$ cat src/rtl/kssc_pkg.sv
// ----------------------------------------------------------------------------
// kssc_pkg
// Shared types and constants for the keyword shift substitution cipher.
// ----------------------------------------------------------------------------
`default_nettype none

package kssc_pkg;

	// Alphabet size and ASCII anchors
	localparam logic [4:0] ALPHA_LEN = 5'd26;
	localparam int         ALPHA_N   = 26;
	localparam logic [7:0] LETTER_A  = 8'h41;
	localparam logic [7:0] LETTER_END = 8'h5B; // one past 'Z'

	// Request codes
	localparam logic [1:0] REQ_CLEAR  = 2'd0;
	localparam logic [1:0] REQ_ADD    = 2'd1;
	localparam logic [1:0] REQ_ENCODE = 2'd2;

	// Key store command
	typedef struct packed {
		logic       clear;
		logic       add;
		logic [4:0] letter;
	} key_cmd_t;

	// Walker control and status
	typedef struct packed {
		logic       start;
		logic [4:0] rank;
	} walk_ctrl_t;

	typedef struct packed {
		logic       done;
		logic [4:0] letter;
	} walk_stat_t;

	// Sequencer states, one-hot
	typedef enum logic [3:0] {
		ST_IDLE = 4'b0001,
		ST_CALC = 4'b0010,
		ST_WALK = 4'b0100,
		ST_EMIT = 4'b1000
	} seq_state_t;

endpackage

`default_nettype wire

$ cat src/rtl/kssc_if.sv
// ----------------------------------------------------------------------------
// kssc request and result channels
// Valid/ready channels carrying cipher requests in and cipher bytes out.
// ----------------------------------------------------------------------------
`default_nettype none

interface kssc_req_if;
	logic       valid;
	logic       ready;
	logic [1:0] req_type;
	logic [7:0] char_code;

	modport source (output valid, output req_type, output char_code, input ready);
	modport sink   (input valid, input req_type, input char_code, output ready);
endinterface

interface kssc_res_if;
	logic       valid;
	logic       ready;
	logic [7:0] cipher_char;

	modport source (output valid, output cipher_char, input ready);
	modport sink   (input valid, input cipher_char, output ready);
endinterface

`default_nettype wire

$ cat src/rtl/kssc_key_store.sv
// ----------------------------------------------------------------------------
// kssc_key_store
// Deduplicated key letters, used-letter mask and key length.
// ----------------------------------------------------------------------------
`default_nettype none

module kssc_key_store (
	input  wire logic              clk,
	input  wire logic              arst_n,
	input  wire kssc_pkg::key_cmd_t cmd,
	input  wire logic [4:0]        rd_addr,
	output logic [4:0]             rd_letter,
	output logic [25:0]            used_mask,
	output logic [4:0]             key_count
);

	logic [4:0]  letters_q [kssc_pkg::ALPHA_N];
	logic [25:0] used_q;
	logic [4:0]  count_q;
	logic        add_ok;

	// new letter only if unseen and room left
	assign add_ok = cmd.add && !used_q[cmd.letter] && (count_q < kssc_pkg::ALPHA_LEN);

	// mask and count
	always_ff @(posedge clk or negedge arst_n) begin
		if (!arst_n) begin
			used_q  <= '0;
			count_q <= '0;
		end else if (cmd.clear) begin
			used_q  <= '0;
			count_q <= '0;
		end else if (add_ok) begin
			used_q[cmd.letter] <= 1'b1;
			count_q            <= count_q + 5'd1;
		end
	end

	// letter array, no reset
	always_ff @(posedge clk) begin
		if (!cmd.clear && add_ok) begin
			letters_q[count_q] <= cmd.letter;
		end
	end

	assign rd_letter = letters_q[rd_addr];
	assign used_mask = used_q;
	assign key_count = count_q;

endmodule

`default_nettype wire

$ cat src/rtl/kssc_walker.sv
// ----------------------------------------------------------------------------
// kssc_walker
// Finds the rank-th unused letter, testing one alphabet position per cycle.
// ----------------------------------------------------------------------------
`default_nettype none

module kssc_walker (
	input  wire logic                 clk,
	input  wire logic                 arst_n,
	input  wire kssc_pkg::walk_ctrl_t ctrl,
	input  wire logic [25:0]          used_mask,
	output kssc_pkg::walk_stat_t      stat
);

	logic       busy_q;
	logic [4:0] pos_q;
	logic [4:0] rank_q;
	logic       hit;

	// current position is unused and the remaining rank is zero
	assign hit = busy_q && !used_mask[pos_q] && (rank_q == 5'd0);

	always_ff @(posedge clk or negedge arst_n) begin
		if (!arst_n) begin
			busy_q <= 1'b0;
			pos_q  <= '0;
			rank_q <= '0;
		end else if (ctrl.start) begin
			busy_q <= 1'b1;
			pos_q  <= '0;
			rank_q <= ctrl.rank;
		end else if (busy_q) begin
			if (hit) begin
				busy_q <= 1'b0;
			end else begin
				pos_q <= pos_q + 5'd1;
				if (!used_mask[pos_q]) begin
					rank_q <= rank_q - 5'd1;
				end
			end
		end
	end

	assign stat.done   = hit;
	assign stat.letter = pos_q;

endmodule

`default_nettype wire

$ cat src/rtl/keyword_shift_substitution_cipher.sv
// ----------------------------------------------------------------------------
// keyword_shift_substitution_cipher
// Keyword substitution cipher with a rotated keyed alphabet.
// ----------------------------------------------------------------------------
//  channel   dir  handshake     payload
//  plain     in   valid/ready   req_type[1:0], char_code[7:0]
//  cipher    out  valid/ready   cipher_char[7:0]
//  cfg       in   cfg_we        cfg_wdata[4:0] (shift distance)
//
// Clear and add requests are taken while idle. An encode of a non-letter goes
// straight to EMIT, and a letter that falls in the key passes CALC first. The
// byte enters the output register in EMIT once the slot is free. Otherwise the
// walker tests one alphabet position a cycle in WALK until it finds the letter.
// Reset clears key length, mask, shift and the sequencer; key letters are
// unreset. plain.ready is low while an encode is in flight or its result
// cannot yet enter the output register.
// ----------------------------------------------------------------------------
`default_nettype none

module keyword_shift_substitution_cipher (
	input  wire logic       clk,
	input  wire logic       arst_n,
	kssc_req_if.sink        plain,
	kssc_res_if.source      cipher,
	input  wire logic       cfg_we,
	input  wire logic [4:0] cfg_wdata
);

	kssc_pkg::seq_state_t state_q;
	kssc_pkg::key_cmd_t   key_cmd;
	kssc_pkg::walk_ctrl_t walk_ctrl;
	kssc_pkg::walk_stat_t walk_stat;

	logic [4:0]  shift_q;
	logic [7:0]  char_q;
	logic [7:0]  res_q;
	logic        out_valid_q;
	logic [7:0]  out_char_q;

	logic        accept;
	logic        in_upper;
	logic [4:0]  in_letter;
	logic [4:0]  shift_mod;
	logic [5:0]  pos_raw;
	logic [4:0]  pos;
	logic [4:0]  rd_letter;
	logic [25:0] used_mask;
	logic [4:0]  key_count;
	logic        in_key;
	logic        slot_free;

	assign plain.ready = (state_q == kssc_pkg::ST_IDLE);
	assign accept      = plain.valid && plain.ready;

	// input decode
	assign in_upper  = (plain.char_code >= kssc_pkg::LETTER_A) &&
	                   (plain.char_code < kssc_pkg::LETTER_END);
	assign in_letter = 5'(plain.char_code - kssc_pkg::LETTER_A);

	assign key_cmd.clear  = accept && (plain.req_type == kssc_pkg::REQ_CLEAR);
	assign key_cmd.add    = accept && (plain.req_type == kssc_pkg::REQ_ADD) && in_upper;
	assign key_cmd.letter = in_letter;

	// sequence position: (j + 26 - d mod 26) mod 26
	always_comb begin
		shift_mod = (shift_q >= kssc_pkg::ALPHA_LEN) ? shift_q - kssc_pkg::ALPHA_LEN : shift_q;
		pos_raw = {1'b0, 5'(char_q - kssc_pkg::LETTER_A)} + {1'b0, kssc_pkg::ALPHA_LEN}
		          - {1'b0, shift_mod};
		pos = (pos_raw >= {1'b0, kssc_pkg::ALPHA_LEN}) ?
		      5'(pos_raw - {1'b0, kssc_pkg::ALPHA_LEN}) : pos_raw[4:0];
	end

	assign in_key          = (pos < key_count);
	assign walk_ctrl.start = (state_q == kssc_pkg::ST_CALC) && !in_key;
	assign walk_ctrl.rank  = pos - key_count;

	kssc_key_store u_key_store (
		.clk       (clk),
		.arst_n    (arst_n),
		.cmd       (key_cmd),
		.rd_addr   (pos),
		.rd_letter (rd_letter),
		.used_mask (used_mask),
		.key_count (key_count)
	);

	kssc_walker u_walker (
		.clk       (clk),
		.arst_n    (arst_n),
		.ctrl      (walk_ctrl),
		.used_mask (used_mask),
		.stat      (walk_stat)
	);

	// shift distance register
	always_ff @(posedge clk or negedge arst_n) begin
		if (!arst_n) begin
			shift_q <= '0;
		end else if (cfg_we) begin
			shift_q <= cfg_wdata;
		end
	end

	assign slot_free = !out_valid_q || cipher.ready;

	// sequencer
	always_ff @(posedge clk or negedge arst_n) begin
		if (!arst_n) begin
			state_q <= kssc_pkg::ST_IDLE;
		end else begin
			unique case (state_q)
				kssc_pkg::ST_IDLE: begin
					if (accept && plain.req_type == kssc_pkg::REQ_ENCODE) begin
						state_q <= in_upper ? kssc_pkg::ST_CALC : kssc_pkg::ST_EMIT;
					end
				end
				kssc_pkg::ST_CALC: begin
					state_q <= in_key ? kssc_pkg::ST_EMIT : kssc_pkg::ST_WALK;
				end
				kssc_pkg::ST_WALK: begin
					if (walk_stat.done) begin
						state_q <= kssc_pkg::ST_EMIT;
					end
				end
				kssc_pkg::ST_EMIT: begin
					if (slot_free) begin
						state_q <= kssc_pkg::ST_IDLE;
					end
				end
				default: state_q <= kssc_pkg::ST_IDLE;
			endcase
		end
	end

	// request byte and result byte
	always_ff @(posedge clk) begin
		if (accept) begin
			char_q <= plain.char_code;
			res_q  <= plain.char_code;
		end else if (state_q == kssc_pkg::ST_CALC && in_key) begin
			res_q <= {3'b000, rd_letter} + kssc_pkg::LETTER_A;
		end else if (state_q == kssc_pkg::ST_WALK && walk_stat.done) begin
			res_q <= {3'b000, walk_stat.letter} + kssc_pkg::LETTER_A;
		end
	end

	// output register
	always_ff @(posedge clk or negedge arst_n) begin
		if (!arst_n) begin
			out_valid_q <= 1'b0;
		end else if (state_q == kssc_pkg::ST_EMIT && slot_free) begin
			out_valid_q <= 1'b1;
		end else if (cipher.ready) begin
			out_valid_q <= 1'b0;
		end
	end

	always_ff @(posedge clk) begin
		if (state_q == kssc_pkg::ST_EMIT && slot_free) begin
			out_char_q <= res_q;
		end
	end

	assign cipher.valid       = out_valid_q;
	assign cipher.cipher_char = out_char_q;

endmodule

`default_nettype wire

$ cat src/flat_wrapper.sv
// flat-port wrapper written by rule: the top's interface ports become plain ports
module keyword_shift_substitution_cipher_flat 
  (clk, arst_n, cfg_we, cfg_wdata, plain_valid, plain_req_type, plain_char_code, plain_ready, cipher_valid, cipher_cipher_char, cipher_ready);
  kssc_req_if plain_i ();
  kssc_res_if cipher_i ();
  input  wire logic clk;
  input  wire logic arst_n;
  input  wire logic cfg_we;
  input  wire logic [4:0] cfg_wdata;
  input wire logic [$bits(plain_i.valid)-1:0] plain_valid;
  input wire logic [$bits(plain_i.req_type)-1:0] plain_req_type;
  input wire logic [$bits(plain_i.char_code)-1:0] plain_char_code;
  output wire logic [$bits(plain_i.ready)-1:0] plain_ready;
  output wire logic [$bits(cipher_i.valid)-1:0] cipher_valid;
  output wire logic [$bits(cipher_i.cipher_char)-1:0] cipher_cipher_char;
  input wire logic [$bits(cipher_i.ready)-1:0] cipher_ready;
  assign plain_i.valid = plain_valid;
  assign plain_i.req_type = plain_req_type;
  assign plain_i.char_code = plain_char_code;
  assign plain_ready = plain_i.ready;
  assign cipher_valid = cipher_i.valid;
  assign cipher_cipher_char = cipher_i.cipher_char;
  assign cipher_i.ready = cipher_ready;
  keyword_shift_substitution_cipher u_core (.clk(clk), .arst_n(arst_n), .plain(plain_i), .cipher(cipher_i), .cfg_we(cfg_we), .cfg_wdata(cfg_wdata));
endmodule
$ cat config.mk
export PLATFORM = sky130hd
export DESIGN_NAME = keyword_shift_substitution_cipher_flat
export DESIGN_NICKNAME = d
export VERILOG_FILES = /design/src/rtl/kssc_pkg.sv /design/src/rtl/kssc_if.sv /design/src/rtl/kssc_key_store.sv /design/src/rtl/kssc_walker.sv /design/src/rtl/keyword_shift_substitution_cipher.sv /design/src/flat_wrapper.sv
export SDC_FILE = /design/constraint.sdc
export NUM_CORES = 1
export LEC_CHECK = 0
export BUFFER_PORTS_ARGS = -buffer_cell sky130_fd_sc_hd__buf_2
export CORE_MARGIN = 3
export CORE_UTILIZATION = 30
export DETAILED_ROUTE_END_ITERATION = 16
export PLACE_DENSITY = 0.45
export REMOVE_ABC_BUFFERS = 1
export SLEW_MARGIN = 20
export SYNTH_ARGS = -nofsm -noshare
export SYNTH_HDL_FRONTEND = slang
export SYNTH_SLANG_ARGS = --single-unit
$ cat constraint.sdc
create_clock -name clk -period 8 [get_ports clk]
set_input_delay 1.6 -clock clk [delete_from_list [all_inputs] [get_ports clk]]
set_output_delay 1.6 -clock clk [all_outputs]
set_load 0.005 [all_outputs]
==> impl_metrics.ini <==
[clock_network]
cts_sinks = 203
tritoncts = done
post-cts-setup-buffer-count = 0
cts_made_buffers = 25
cts.root.buffer_cell = sky130_fd_sc_hd__clkbuf_16
ctsHtreeMaxLevel = 1
cts-hold-fix-buffers = 0
cts_repair_resize_count = 0
reg_clk_slew_reported_paths_ns = 0.06
insertion_delay_ns = 0.53
clk_path_buf_depth = 3

[critical_path]
cp_slowest_cell = sky130_fd_sc_hd__fa_1
path_delay_family = compound AO/OA/AOI/OAI gates
worstRegToRegCells = 25
critical_path_arrival_ns = 6.96
critical_path.startpoint_type = register
timing.critical_path.slowest_cell_delay_ns = 0.63
cp_data_required_time_ns = 8.25
count_of_buffer_and_inverter_cells_on_the_critical_path = 5
crit_cells = 25
setup.worst_path.class = reg -> reg
crit_path_end_kind = register
timing.critical_path.fanout_max = 17

[placed_design]
dp_hpwl_um = 19300
portBuffers = 29
gpl.final_weighted_congestion = 0.802
place_ws_ns = 1.47

[grt]
largest_net_degree_at_the_start_of_global_routing = 53
via_count_of_the_first_global_routing_pass = 6869
gr-usage-all-layers_pct = 15.5
global_route.overflow_total = 0
grt_antenna_before_repair = 0
grt_pass1_wl_um = 43400

[synth]
synth_seq_cells = 203
ys.flop_type = sky130_fd_sc_hd__edfxtp_1
synth-edff-count = 151
ys_seq_area_share_pct = 56.2
avgSynthCellArea_um2 = 12.7
ys_types = 73
netlist_instances = 815
cell_area_after_technology_mapping_mm2 = 0.0104
yosysWarningCount = 0
async_flop_share_pct = 25.6

[cells_and_area]
layout.nets = 901
layout.cells.most_common = sky130_fd_sc_hd__edfxtp_1
commonest_cells_after_routing_fill_and_taps_aside = sky130_fd_sc_hd__edfxtp_1, sky130_fd_sc_hd__nand2_1, sky130_fd_sc_hd__nor2_1
post_route_cells_drive_above_1_share_pct = 18.2
layout-area-overhead-vs-synth_pct = 14.2
antenna_cells = 0

[timing]
setup-tns-final_ns = 0
max-slew-margin-rel_pct = 25.4
final.setup.worst_slack_ns = 1.30
maxSlewViolCount = 0
rsz0062_at_grt = no
final_period_minus_worst_setup_slack_ns = 6.70
hold_violations = 0
skew_ns = 0.0161
max_slew.worst_pin.slew_ns = 1.12
timing.final.crit_share_pct = 83.8
setup-violations-final = 0
achievable-frequency_mhz = 149

[drt]
dr_wl_met3_um = 1460
routed_wirelength_um = 28300
initialDrtViolationCount = 578
routed-via-count = 6829
firstDrtPassIters = 5
drt_drc_violations_left = 0
route.layer.met1.wl_um = 13300
routed_wire_length_per_instance_um = 21.5
dr.max_layer_used = met4
ant_nets = 0
vias_per_cell = 5.20
routed-wl-met2_um = 13000

[min_path]
hp-class = reg -> reg
hold-path-cell-count = 0

[die]
floorplan.die_area_mm2 = 0.0369
pin_count = 30
fp.coreArea_mm2 = 0.0338
die_height_um = 192
num_rows = 67
die_width_um = 192
initial_core_util_pct = 30.7

[power_and_ir_drop]
highest_ir_drop_seen_on_vdd_v = 0.000196
cell_pwr_density_mw_per_mm2 = 426
p_leak_nw = 4.30

[outcome]
outcome = finished, final reports clean

[job]
timing.max_cap.violations = 0
==> cell type report <==
| class | count | area [um^2] |
|---|---|---|
| clock inverters | 3 | 43.8 |
| clock buffers | 41 | 776 |
| repair buffers | 43 | 250 |
| fillers | 3298 | 21900 |
| inverters | 36 | 135 |
| flip-flops and latches | 203 | 5840 |
| multi-input cells | 540 | 4250 |
| well taps | 448 | 561 |
==> final timing paths <==
check / startpoint / to / slack [ns]
worst max-delay path: u_core.shift_q[2] / u_core.res_q[3] / 1.30
worst min-delay path: u_core.res_q[6] / u_core.cipher.cipher_char[6] / 0.42
worst min register to register: u_core.res_q[6] / u_core.cipher.cipher_char[6] / 0.42
worst max register to register: u_core.shift_q[2] / u_core.res_q[3] / 1.30
min in group asynchronous: arst_n / u_core.cipher.valid / 1.20
max in group asynchronous: arst_n / u_core.shift_q[0] / 6.31
==> synth_stat cells (6+ instances only) <==
cell	instances	area, um^2
sky130_fd_sc_hd__nor2_1	60	225
sky130_fd_sc_hd__xnor2_1	16	140
sky130_fd_sc_hd__nand2b_1	8	50.1
sky130_fd_sc_hd__nor3_1	26	130
sky130_fd_sc_hd__o21ai_0	51	255
sky130_fd_sc_hd__clkbuf_1	19	71.3
sky130_fd_sc_hd__edfxtp_1	151	4530
sky130_fd_sc_hd__xor2_1	7	61.3
sky130_fd_sc_hd__buf_2	13	65.1
sky130_fd_sc_hd__nand4_1	7	43.8
sky130_fd_sc_hd__mux4_2	45	1010
sky130_fd_sc_hd__o211ai_1	6	45.0
sky130_fd_sc_hd__nand3_1	17	85.1
sky130_fd_sc_hd__dfrtp_1	51	1280
sky130_fd_sc_hd__mux2_2	10	113
sky130_fd_sc_hd__a21oi_1	23	115
sky130_fd_sc_hd__ha_1	30	375
sky130_fd_sc_hd__mux2i_1	36	360
sky130_fd_sc_hd__inv_1	32	120
sky130_fd_sc_hd__a211oi_1	6	45.0
sky130_fd_sc_hd__nand2_1	100	375
==> kinds of logic (layout without fill, tap and decap cells) <==
kind of cell	after synthesis	in the layout	share of synthesized area, %
AND/OR/NAND/NOR	253	253	11.6
flip-flops	203	203	56.2
AO/OA/AOI/OAI	138	138	8.45
multiplexers	92	92	14.6
buffers and inverters	72	123	2.87
adder cells (fa/ha/maj)	32	32	4.00
XOR/XNOR	25	25	2.25
==> state kept, by name, summed over array words and instances (netlist names) <==
register and count:
u_core.res_q 8, u_core.u_key_store.letters_q 130, u_core.u_walker.busy_q 1, u_core.u_key_store.key_count 5
u_core.cipher.valid 1, u_core.cipher.cipher_char 8, u_core.u_key_store.used_mask 26, u_core.char_q 5
u_core.u_walker.pos_q 5, u_core.u_walker.rank_q 5, u_core.shift_q 5, u_core.state_q 4
==> through the flow <==
step / instance area [um^2] / cells / total power [mW] / hold WS, ns / util (%)
2_1_floorplan: 10200 / 779 / 3.12 / 0.400 / -
4_1_cts: 11900 / 1314 / 5.08 / 0.422 / 35.1
6_report: 11900 / 1314 / 5.04 / 0.423 / 35.1
3_5_place_dp: 11000 / 1270 / 3.93 / 0.407 / 32.7
5_1_grt: 11900 / 1314 / 5.38 / 0.441 / 35.1
3_3_place_gp: 11000 / 1270 / 3.95 / 0.404 / 32.7
==> where the power goes <==
| part | total, mW | leakage [nW] | switching [mW] | internal (mW) |
|---|---|---|---|---|
| Combinational | 2.62 | 1.84 | 1.63 | 0.998 |
| Sequential | 1.30 | 2.06 | 0.0792 | 1.22 |
| Clock | 1.12 | 0.404 | 0.428 | 0.688 |
==> per-layer routing <==
layer  global-route usage (%)  vias up
met1                     22.7     3445
met2                     24.8      208
met3                     2.28       37
met4                     3.05        0
met5                        0        -
li1                         -     3139
(Power assumes the default switching activity.)
